--- src/hw/rtl/matrix_multiply_4x4_unit_macros.svh ---
// ----------------------------------------------------------------------------
// Assertion macros for the 4x4 matrix multiply unit
// Concurrent checks that compile away when SYNTHESIS is defined.
// ----------------------------------------------------------------------------
`ifndef MATRIX_MULTIPLY_4X4_UNIT_MACROS_SVH
`define MATRIX_MULTIPLY_4X4_UNIT_MACROS_SVH

`ifndef SYNTHESIS
// same-cycle implication, checked out of reset
`define MM4_ASSERT_IMPLIES(lbl, ante, cons) \
  lbl: assert property (@(posedge clk) disable iff (!rst_n) (ante) |-> (cons)) \
    else $error("mm4 assertion failed");
// next-cycle implication, checked out of reset
`define MM4_ASSERT_NEXT(lbl, ante, cons) \
  lbl: assert property (@(posedge clk) disable iff (!rst_n) (ante) |=> (cons)) \
    else $error("mm4 assertion failed");
`else
`define MM4_ASSERT_IMPLIES(lbl, ante, cons)
`define MM4_ASSERT_NEXT(lbl, ante, cons)
`endif

`endif

--- src/hw/rtl/mm4_pkg.sv ---
// ----------------------------------------------------------------------------
// mm4_pkg
// Widths and constants shared by the 4x4 matrix multiply unit.
// ----------------------------------------------------------------------------
`timescale 1ns / 1ps
`default_nettype none

package mm4_pkg;

  localparam int MATRIX_ORDER = 4;
  localparam int FRAC_BITS    = 16;

  localparam int DATA_W       = 32;
  localparam int ELEM_COUNT   = MATRIX_ORDER * MATRIX_ORDER;
  localparam int ADDR_W       = $clog2(ELEM_COUNT);
  localparam int ORD_W        = $clog2(MATRIX_ORDER);
  localparam int PROD_W       = 2 * DATA_W;
  localparam int ACC_W        = PROD_W + ORD_W + 1;
  localparam int RES_IDX_W    = 4;

  localparam int IN_TDATA_W   = 2 * DATA_W;
  localparam int OUT_FIELD_W  = DATA_W + RES_IDX_W;
  localparam int OUT_TDATA_W  = ((OUT_FIELD_W + 7) / 8) * 8;
  localparam int OUT_PAD_W    = OUT_TDATA_W - OUT_FIELD_W;
  localparam int OUT_TUSER_W  = 1;

  localparam logic signed [DATA_W-1:0] SAT_MAX = {1'b0, {(DATA_W-1){1'b1}}};
  localparam logic signed [DATA_W-1:0] SAT_MIN = {1'b1, {(DATA_W-1){1'b0}}};

endpackage

`default_nettype wire

--- src/hw/rtl/matrix_multiply_4x4_unit.sv ---
// After the sixteenth input word is accepted, the first result word passes through
// the store read, product, accumulator and output registers; later results follow
// as each further sum completes, when the output is not stalled. A batch loads
// sixteen words, then runs 64 multiply-accumulates on the single shared 32x32 multiplier.
// Reset: rst_n (synchronous, active low) clears the load count, sequencer and valid
// flags; the element stores are not cleared and are always written before being read.
`timescale 1ns / 1ps
`default_nettype none
`include "matrix_multiply_4x4_unit_macros.svh"

// ----------------------------------------------------------------------------
// matrix_multiply_4x4_unit
// Loads A and B element by element, then runs one shared MAC over all sums.
// ----------------------------------------------------------------------------
module matrix_multiply_4x4_unit (
  input  wire logic                             clk,
  input  wire logic                             rst_n,
  // slave side
  input  wire logic                             in_tvalid,
  output logic                                  in_tready,
  input  wire logic [mm4_pkg::IN_TDATA_W-1:0]   in_tdata,   // a_value, b_value
  // master side
  output logic                                  out_tvalid,
  input  wire logic                             out_tready,
  output logic [mm4_pkg::OUT_TDATA_W-1:0]       out_tdata,  // product_value, result_index
  output logic [mm4_pkg::OUT_TUSER_W-1:0]       out_tuser,  // saturated
  output logic                                  out_tlast   // last_result
);
  import mm4_pkg::*;

  localparam logic S_LOAD = 1'b0;
  localparam logic S_RUN  = 1'b1;

  localparam logic [ORD_W-1:0]  ORD_LAST  = ORD_W'(MATRIX_ORDER - 1);
  localparam logic [ADDR_W-1:0] ELEM_LAST = ADDR_W'(ELEM_COUNT - 1);

  logic state_r, state_nxt;
  logic [ADDR_W-1:0] load_cnt_r, load_cnt_nxt;
  logic [ORD_W-1:0]  i_r, i_nxt, j_r, j_nxt, k_r, k_nxt;

  logic [DATA_W-1:0] mem_a [ELEM_COUNT];
  logic [DATA_W-1:0] mem_b [ELEM_COUNT];

  logic              in_acc;
  logic              adv;
  logic              issue;
  logic [ADDR_W-1:0] rd_addr_a, rd_addr_b, res_idx;

  // stage 1: registered store reads
  logic signed [DATA_W-1:0] rd_a_r, rd_b_r;
  logic                     s1_vld_r, s1_first_r, s1_lastk_r, s1_final_r;
  logic [ADDR_W-1:0]        s1_idx_r;
  // stage 2: product
  logic signed [PROD_W-1:0] prod_r;
  logic                     s2_vld_r, s2_first_r, s2_lastk_r, s2_final_r;
  logic [ADDR_W-1:0]        s2_idx_r;
  // stage 3: accumulator
  logic signed [ACC_W-1:0]  acc_r, acc_nxt;
  logic                     s3_done_r, s3_final_r;
  logic [ADDR_W-1:0]        s3_idx_r;
  // saturation
  logic signed [ACC_W-1:0]  shifted;
  logic [ACC_W-DATA_W:0]    hi_bits;
  logic                     sat;
  logic [DATA_W-1:0]        sat_val;
  // output register
  logic                     out_vld_r;
  logic [DATA_W-1:0]        out_val_r;
  logic [RES_IDX_W-1:0]     out_idx_r;
  logic                     out_sat_r, out_last_r;

  assign in_tready = (state_r == S_LOAD);
  assign in_acc    = in_tvalid && in_tready;
  // the whole compute pipeline moves only when the output slot can take a word
  assign adv       = !out_vld_r || out_tready;
  assign issue     = (state_r == S_RUN) && adv;

  assign rd_addr_a = ADDR_W'(ADDR_W'(k_r) * ADDR_W'(MATRIX_ORDER) + ADDR_W'(j_r));
  assign rd_addr_b = ADDR_W'(ADDR_W'(i_r) * ADDR_W'(MATRIX_ORDER) + ADDR_W'(k_r));
  assign res_idx   = ADDR_W'(ADDR_W'(i_r) * ADDR_W'(MATRIX_ORDER) + ADDR_W'(j_r));

  // sequencer
  always_comb begin
    state_nxt    = state_r;
    load_cnt_nxt = load_cnt_r;
    i_nxt        = i_r;
    j_nxt        = j_r;
    k_nxt        = k_r;
    unique case (state_r)
      S_LOAD: begin
        if (in_acc) begin
          if (load_cnt_r == ELEM_LAST) begin
            load_cnt_nxt = '0;
            state_nxt    = S_RUN;
            i_nxt        = '0;
            j_nxt        = '0;
            k_nxt        = '0;
          end else begin
            load_cnt_nxt = load_cnt_r + 1'b1;
          end
        end
      end
      S_RUN: begin
        if (adv) begin
          if (k_r != ORD_LAST) begin
            k_nxt = k_r + 1'b1;
          end else begin
            k_nxt = '0;
            if (j_r != ORD_LAST) begin
              j_nxt = j_r + 1'b1;
            end else begin
              j_nxt = '0;
              if (i_r != ORD_LAST) begin
                i_nxt = i_r + 1'b1;
              end else begin
                // all reads issued: stores are free for the next batch
                i_nxt     = '0;
                state_nxt = S_LOAD;
              end
            end
          end
        end
      end
      default: state_nxt = S_LOAD;
    endcase
  end

  always_ff @(posedge clk) begin
    if (!rst_n) begin
      state_r    <= S_LOAD;
      load_cnt_r <= '0;
      i_r        <= '0;
      j_r        <= '0;
      k_r        <= '0;
    end else begin
      state_r    <= state_nxt;
      load_cnt_r <= load_cnt_nxt;
      i_r        <= i_nxt;
      j_r        <= j_nxt;
      k_r        <= k_nxt;
    end
  end

  // element stores
  always_ff @(posedge clk) begin
    if (in_acc) begin
      mem_a[load_cnt_r] <= in_tdata[DATA_W-1:0];
      mem_b[load_cnt_r] <= in_tdata[2*DATA_W-1:DATA_W];
    end
    if (adv) begin
      rd_a_r <= mem_a[rd_addr_a];
      rd_b_r <= mem_b[rd_addr_b];
    end
  end

  // pipeline tags and datapath
  always_ff @(posedge clk) begin
    if (adv) begin
      s1_first_r <= (k_r == '0);
      s1_lastk_r <= (k_r == ORD_LAST);
      s1_final_r <= (res_idx == ELEM_LAST);
      s1_idx_r   <= res_idx;
      prod_r     <= rd_a_r * rd_b_r;
      s2_first_r <= s1_first_r;
      s2_lastk_r <= s1_lastk_r;
      s2_final_r <= s1_final_r;
      s2_idx_r   <= s1_idx_r;
      acc_r      <= acc_nxt;
      s3_final_r <= s2_final_r;
      s3_idx_r   <= s2_idx_r;
      out_val_r  <= sat_val;
      out_idx_r  <= RES_IDX_W'(s3_idx_r);
      out_sat_r  <= sat;
      out_last_r <= s3_final_r;
    end
  end

  always_ff @(posedge clk) begin
    if (!rst_n) begin
      s1_vld_r  <= 1'b0;
      s2_vld_r  <= 1'b0;
      s3_done_r <= 1'b0;
      out_vld_r <= 1'b0;
    end else if (adv) begin
      s1_vld_r  <= issue;
      s2_vld_r  <= s1_vld_r;
      s3_done_r <= s2_vld_r && s2_lastk_r;
      out_vld_r <= s3_done_r;
    end
  end

  always_comb begin
    acc_nxt = acc_r;
    if (s2_vld_r) begin
      if (s2_first_r) begin
        acc_nxt = ACC_W'(prod_r);
      end else begin
        acc_nxt = acc_r + ACC_W'(prod_r);
      end
    end
  end

  // floor shift, then clip to 32 bits
  assign shifted = acc_r >>> FRAC_BITS;
  assign hi_bits = shifted[ACC_W-1:DATA_W-1];
  assign sat     = !((&hi_bits) || !(|hi_bits));

  always_comb begin
    if (!sat) begin
      sat_val = shifted[DATA_W-1:0];
    end else if (shifted[ACC_W-1]) begin
      sat_val = SAT_MIN;
    end else begin
      sat_val = SAT_MAX;
    end
  end

  assign out_tvalid = out_vld_r;
  assign out_tdata  = {{OUT_PAD_W{1'b0}}, out_idx_r, out_val_r};
  assign out_tuser  = out_sat_r;
  assign out_tlast  = out_last_r;

  `MM4_ASSERT_NEXT(a_done_to_out, s3_done_r && adv, out_vld_r)
  `MM4_ASSERT_IMPLIES(a_last_index, out_vld_r && out_last_r,
                      out_idx_r == RES_IDX_W'(ELEM_COUNT - 1))
  `MM4_ASSERT_NEXT(a_batch_start, in_acc && (load_cnt_r == ELEM_LAST),
                   (state_r == S_RUN) && (k_r == '0) && (i_r == '0) && (j_r == '0))
  `MM4_ASSERT_IMPLIES(a_sat_value, out_vld_r && out_sat_r,
                      (out_val_r == SAT_MAX) || (out_val_r == SAT_MIN))

endmodule

`default_nettype wire

--- config.mk ---
export PLATFORM = sky130hd
export DESIGN_NAME = matrix_multiply_4x4_unit
export DESIGN_NICKNAME = d
export VERILOG_FILES = /design/src/hw/rtl/mm4_pkg.sv /design/src/hw/rtl/matrix_multiply_4x4_unit.sv
export VERILOG_INCLUDE_DIRS = /design/src /design/src/hw/rtl
export SDC_FILE = /design/constraint.sdc
export NUM_CORES = 2
export LEC_CHECK = 0
export BUFFER_PORTS_ARGS = -buffer_cell sky130_fd_sc_hd__buf_4
export CAP_MARGIN = 0
export CORE_UTILIZATION = 59
export CTS_CLUSTER_DIAMETER = 60
export DETAILED_ROUTE_END_ITERATION = 16
export PLACE_DENSITY = 0.75
export SETUP_SLACK_MARGIN = 0.2
export SYNTH_ARGS = -nofsm -noshare
export SYNTH_HDL_FRONTEND = slang
export SYNTH_SLANG_ARGS = --single-unit
--- constraint.sdc ---
create_clock -name clk -period 7.9 [get_ports clk]
set_clock_uncertainty 0.05 [all_clocks]
set_input_delay 0 -clock clk [delete_from_list [all_inputs] [get_ports clk]]
set_output_delay 0 -clock clk [all_outputs]
set_load 0.01 [all_outputs]
After elaboration in Yosys (flattened, before gate mapping) --
Memory sizes are Yosys's and may differ from the RTL's. A register that Yosys moved wholly into a read port is not among the register bits. Index checks and enable logic that the tools add are counted.
Word-level totals: bits in writable memories 1024, output and inout bits 44, bits of input ports 68, register bits 203, memories kept 2
Memories:
- mem_a | words 16, width 32, rd ports 1, clocked after Yosys merged registers in 1, wr ports 1, line matrix_multiply_4x4_unit.sv:41 | logic [DATA_W-1:0] mem_a [ELEM_COUNT];
- mem_b | words 16, width 32, rd ports 1, clocked after Yosys merged registers in 1, wr ports 1, line matrix_multiply_4x4_unit.sv:42 | logic [DATA_W-1:0] mem_b [ELEM_COUNT];
Operators by class: add/sub/neg operators 8, multipliers 1, equality and inequality tests 11, bitwise logic cells 1, reductions and logical operators 16, multiplexer cells 27
Operators by type and width (count):
- $add A67 B64 Y67 | 1
- $mux W67 | 1
- $mul A32 B32 Y64 | 1
- $mux W32 | 2
- $mux W2 | 11
- $reduce_and A20 Y1 | 1
- $reduce_or A20 Y1 | 1
- $add A4 B2 Y4 | 3
- $pmux W2 S2 | 3
- $ne A2 B2 Y1 const B | 5
- $eq A4 B4 Y1 const B | 2
- $mux W1 | 8
- $add A2 B1 Y2 const B | 3
- $ne A2 B1 Y1 const B | 3
- $reduce_and A5 Y1 | 1
- $add A4 B1 Y4 const B | 1
- $mux W4 | 1
- $reduce_and A2 Y1 | 2
- $reduce_and A4 Y1 | 1
- $logic_and A1 B1 Y1 | 3
- $logic_not A1 Y1 | 3
- $reduce_and A3 Y1 | 1
- $eq A2 B2 Y1 const B | 1
- $logic_not A2 Y1 | 1
- 3 further kinds | 4

Logic depth before layout (Yosys ltp) --
word-level depth 6, mapped depth 30

Worst setup path before layout --
Ideal clock, no wire load.
path type register to register, start reg rd_a_r[31] (read register of mem_a), end reg prod_r[63], data pin, setup time 0.266 ns, clock period less this slack 7.831 ns, cell stages (with the launch flop) 28, arrival time 7.516 ns, setup slack 0.069 ns, path buffers 1, cell sequence edfxtp_1 > clkbuf_1 > nand2_1 > inv_1 > fa_1 > fa_1 > inv_1 > fa_1 > inv_1 > fa_1 > inv_1 > fa_1 > inv_1 > fa_1 > fa_1 > inv_1 > fa_1 > inv_1 > ha_1 > nand3_1 > nor2_1 > and2_1 > nand4_1 > a2111oi_0 > nor2_1 > o21ai_0 > and4_1 > nor3_1
On the way: word-level cells in the longest chain between the ends 1
Ends and longest elaborated chain:
- start: declaration | line matrix_multiply_4x4_unit.sv:50 | logic signed [DATA_W-1:0] rd_a_r, rd_b_r;
- $mul A32 B32 Y64 | line matrix_multiply_4x4_unit.sv:163 | prod_r <= rd_a_r * rd_b_r;
- end signal: assignment | line matrix_multiply_4x4_unit.sv:163
- end: declaration | line matrix_multiply_4x4_unit.sv:54 | logic signed [PROD_W-1:0] prod_r;
No other way between the ends. A chain may end at the register's enable or synchronous reset.

Worst setup path after layout --
start reg rd_b_r[10] (read register of mem_b), end reg prod_r[56], data pin
On the way: word-level cells in the longest chain between the ends 1
Ends and longest elaborated chain (line):
- start: declaration | matrix_multiply_4x4_unit.sv:50
- $mul A32 B32 Y64 | matrix_multiply_4x4_unit.sv:163
No other way between the ends.

==> qor.csv <==
stage,metric,value,unit
status,status,completed,
synthesis,synth.top_cells.by_area,"sky130_fd_sc_hd__edfxtp_1 (44%), sky130_fd_sc_hd__fa_1 (25%), sky130_fd_sc_hd__mux4_2 (8.2%)",
synthesis,ys_async_sr_fraction,0,%
routing,drt_pre_antenna_iters,8,
clock_network,clk_pin_slew_worst_paths,0.07,ns
routing,route.antenna.remaining_nets,0,
finish,layout.nets,8205,
global_route,grt_pass1_wl,342000,um
synthesis,yosysWarnings,0,
sta,maxSlewViolCount,0,
min_path,worstHoldPathType,in -> reg,
setup_path,critPathRequiredTime,8.36,ns
setup_path,critical_path_peak_fanout,6,
floorplan,coreArea,148000,sq um
synthesis,synth.top_cell.area_share,43.6,%
setup_path,critPathCaptureType,flip-flop,
floorplan,fp.dieArea,151000,sq um
clock_network,cts_num_sinks,1291,
sta,finalHoldViolations,0,
clock_network,clock_buffers_created_by_tritoncts,138,
routing,drt-initial-drc-count,5239,
run,drv.max_cap_violation_count,0,
clock_network,insertion_delay,0.81,ns
sta,final_min_period_over_clock_period,98.6,%
synthesis,yosys.area.top_type,sky130_fd_sc_hd__edfxtp_1,
setup_path,crit_path_start_kind,flip-flop,
clock_network,clock_path_buffers,3,
global_route,grt_max_degree,97,
setup_path,cp_data_arrival_time,8.25,ns
synthesis,ys.flop_type,sky130_fd_sc_hd__edfxtp_1,
sta,timing.max_slew.rel_slack,22.9,%
sta,timing_worst_slew_pin_value,1.16,ns
finish,instances_no_fill,8837,
routing,route.final.wire_length,226000,um
global_route,antenna_found_initial,14,
clock_network,cts_htree_levels,4,
floorplan,initial_core_util,59.5,%
synthesis,synth_enable_flop_cells,1276,
routing,drc,0,
sta,final-setup-viol-count,0,
synthesis,synth_seq_cells,1291,
setup_path,timing.setup.critical_path_class,reg -> reg,
placement,place.detailed.instances,8390,
global_route,overall_overflow_remaining_after_global_route,0,
synthesis,sequential_element_share_of_the_synthesized_area,43.9,%
global_route,grtUsageTotal,30.3,%
finish,final_core_utilization,67.2,%
placement,gp_routability_congestion,0.932,
routing,route.vias.total,53173,
placement,hpwl,144000,um
global_route,via_count_of_the_first_global_routing_pass,56902,
finish,p_r_area_growth_vs_syn,12.9,%
clock_network,tritoncts,built,
finish,drive_above_1_share,16.0,%
routing,wl_cell,25.6,um
synthesis,synth_area,88000,sq um
floorplan,die-height,388,um
sta,clock.fmax,0.128,GHz
floorplan,placement_rows,141,
sta,period_minus_slack,7.79,ns
synthesis,synthesis.instances,6481,
routing,drt-vias-per-instance,6.02,
floorplan,top_level_ports,112,
synthesis,avgSynthCellArea,13.6,sq um
synthesis,synth.distinct_cells,86,
floorplan,floorplan.die.width,388,um
sta,rsz_0062_raised_after_global_routing,true,
clock_network,cts-root-buf,sky130_fd_sc_hd__clkbuf_16,
placement,io_port_bufs,107,
==> cell usage after synthesis (18+ instances only) <==
cell	count
sky130_fd_sc_hd__o21bai_1	26
sky130_fd_sc_hd__a21oi_1	142
sky130_fd_sc_hd__and3_1	31
sky130_fd_sc_hd__nand3_1	35
sky130_fd_sc_hd__o21ai_0	167
sky130_fd_sc_hd__edfxtp_1	1276
sky130_fd_sc_hd__nand4_1	38
sky130_fd_sc_hd__clkbuf_1	284
sky130_fd_sc_hd__fa_1	1083
sky130_fd_sc_hd__a31oi_1	18
sky130_fd_sc_hd__inv_1	1043
sky130_fd_sc_hd__xor2_1	43
sky130_fd_sc_hd__nor3_1	21
sky130_fd_sc_hd__ha_1	258
sky130_fd_sc_hd__nand2b_1	29
sky130_fd_sc_hd__mux4_2	320
sky130_fd_sc_hd__a21o_1	77
sky130_fd_sc_hd__buf_2	25
sky130_fd_sc_hd__nand2_1	632
sky130_fd_sc_hd__nor2_1	83
sky130_fd_sc_hd__xnor2_1	90
sky130_fd_sc_hd__and2_1	535
sky130_fd_sc_hd__buf_1	21
==> worst max-delay path, cell delays in order (launching register included) <==
cell	delay (ns)
sky130_fd_sc_hd__edfxtp_1	0.46
sky130_fd_sc_hd__buf_6	0.18
sky130_fd_sc_hd__clkbuf_16	0.16
sky130_fd_sc_hd__and2_1	0.15
sky130_fd_sc_hd__fa_1	0.49
sky130_fd_sc_hd__fa_1	0.57
sky130_fd_sc_hd__inv_1	0.09
sky130_fd_sc_hd__fa_1	0.45
sky130_fd_sc_hd__fa_1	0.54
sky130_fd_sc_hd__inv_1	0.08
sky130_fd_sc_hd__fa_1	0.55
sky130_fd_sc_hd__fa_1	0.44
sky130_fd_sc_hd__fa_1	0.49
sky130_fd_sc_hd__inv_1	0.05
sky130_fd_sc_hd__fa_1	0.48
sky130_fd_sc_hd__inv_1	0.06
sky130_fd_sc_hd__ha_4	0.27
sky130_fd_sc_hd__a21oi_2	0.07
sky130_fd_sc_hd__o21bai_1	0.21
sky130_fd_sc_hd__a21oi_2	0.11
sky130_fd_sc_hd__a211o_1	0.27
sky130_fd_sc_hd__a21oi_2	0.14
sky130_fd_sc_hd__a21boi_4	0.30
sky130_fd_sc_hd__buf_6	0.15
sky130_fd_sc_hd__nor2_1	0.06
sky130_fd_sc_hd__o31ai_2	0.31
sky130_fd_sc_hd__a41oi_1	0.18
sky130_fd_sc_hd__xnor2_1	0.15
==> routing by layer <==
metal | wire, um | vias up | share of wire [%] | global-route usage, %
li1 | - | 22298 | - | -
met3 | 20600 | 552 | 9.1 | 6.39
met4 | 9330 | 18 | 4.1 | 10.9
met5 | 117 | - | 0.052 | 0
met2 | 111000 | 2788 | 49 | 50.1
met1 | 85300 | 27517 | 38 | 40.1
==> cell families after synthesis <==
group                      Yosys count  synth area share, %
and+or+nand+nor                   1466                 8.38
buffers and inverters             1380                 5.95
adders and majority gates         1341                 28.3
DFF                               1291                 43.9
AOI/OAI and AO/OA                  544                 3.88
muxes                              325                 8.25
xor gates and xnor gates           133                 1.32
other                                1              0.00426
==> area by class of cell <==
| class | instances | area, sq um |
|---|---|---|
| clock buffers | 163 | 3550 |
| well taps | 1930 | 2410 |
| repair buffers | 507 | 4980 |
| multi-input cells | 3813 | 44900 |
| flip-flops and latches | 1291 | 38600 |
| diodes | 4 | 10.0 |
| clock inverters | 84 | 921 |
| inverters | 1045 | 3940 |
| fillers | 9965 | 48500 |
==> final timing paths <==
kind                    startpoint                     end  slack (ns)  cells past startpoint
max reg2reg   rd_b_r[10]$_DFFE_PN_    prod_r[56]$_DFFE_PN_        0.11                     27
min reg2reg  s3_idx_r[2]$_DFFE_PN_  out_idx_r[2]$_DFFE_PN_        0.37                      0
min                   in_tdata[50]  mem_b[0][18]$_DFFE_PP_        0.03                      2
max           rd_b_r[10]$_DFFE_PN_    prod_r[56]$_DFFE_PN_        0.11                     27
==> per-stage QoR <==
step	worst slack (ns)	TNS, ns	cell area [sq um]	hold WS, ns
2_1_floorplan	0.230	0	88000	0.0489
3_3_place_gp	-0.00725	-0.00725	92100	0.236
3_5_place_dp	-0.0603	-0.193	92100	0.241
4_1_cts	0.177	0	98100	0.00172
5_1_grt	0.0212	0	99300	0.0265
6_report	0.113	0	99300	0.0325
==> placed cells by master (no fill, tap or decap), drive strengths merged, types with 9 or more instances in the layout <==
| cell | count |
|---|---|
| mux4 | 320 |
| o31ai | 11 |
| xor2 | 43 |
| nand2 | 632 |
| nor2 | 83 |
| nand3 | 35 |
| xnor2 | 90 |
| dfxtp | 15 |
| edfxtp | 1276 |
| nor4 | 9 |
| a21oi | 144 |
| o21a | 15 |
| nand2b | 29 |
| dlygate4sd3 | 108 |
| o21bai | 26 |
| fa | 1083 |
| or3 | 9 |
| clkinv | 65 |
| nor3 | 22 |
| a21o | 77 |
| clkbuf | 171 |
| a31oi | 19 |
| inv | 1051 |
| nand4 | 40 |
| a21boi | 11 |
| nor2b | 17 |
| ha | 258 |
| and2 | 535 |
| and3 | 31 |
| o21ai | 174 |
| o211ai | 9 |
| buf | 389 |
==> timing repair <==
action / 4_1_cts / 5_1_grt
hold endpoints to repair: 1039 / 0
cloned: 2 / 8
endpoints found under the setup margin: 16 / 27
pin swaps: 28 / 70
gates resized for setup: 48 / 154
buffers inserted: 25 / 53
hold buffers: 108 / 0
==> registers in the layout, summed over array words and instances (netlist names), 2 cells and up <==
register / flops
k_r: 2
out_val_r: 32
s1_idx_r: 4
rd_b_r: 32
j_r: 2
prod_r: 64
out_idx_r: 4
load_cnt_r: 4
i_r: 2
rd_a_r: 32
mem_b: 512
s3_idx_r: 4
acc_r: 67
s2_idx_r: 4
mem_a: 512
Power is left out: the tool's default activity adds up to more than one toggle a clock period on the data nets, which glitch-free logic cannot reach.
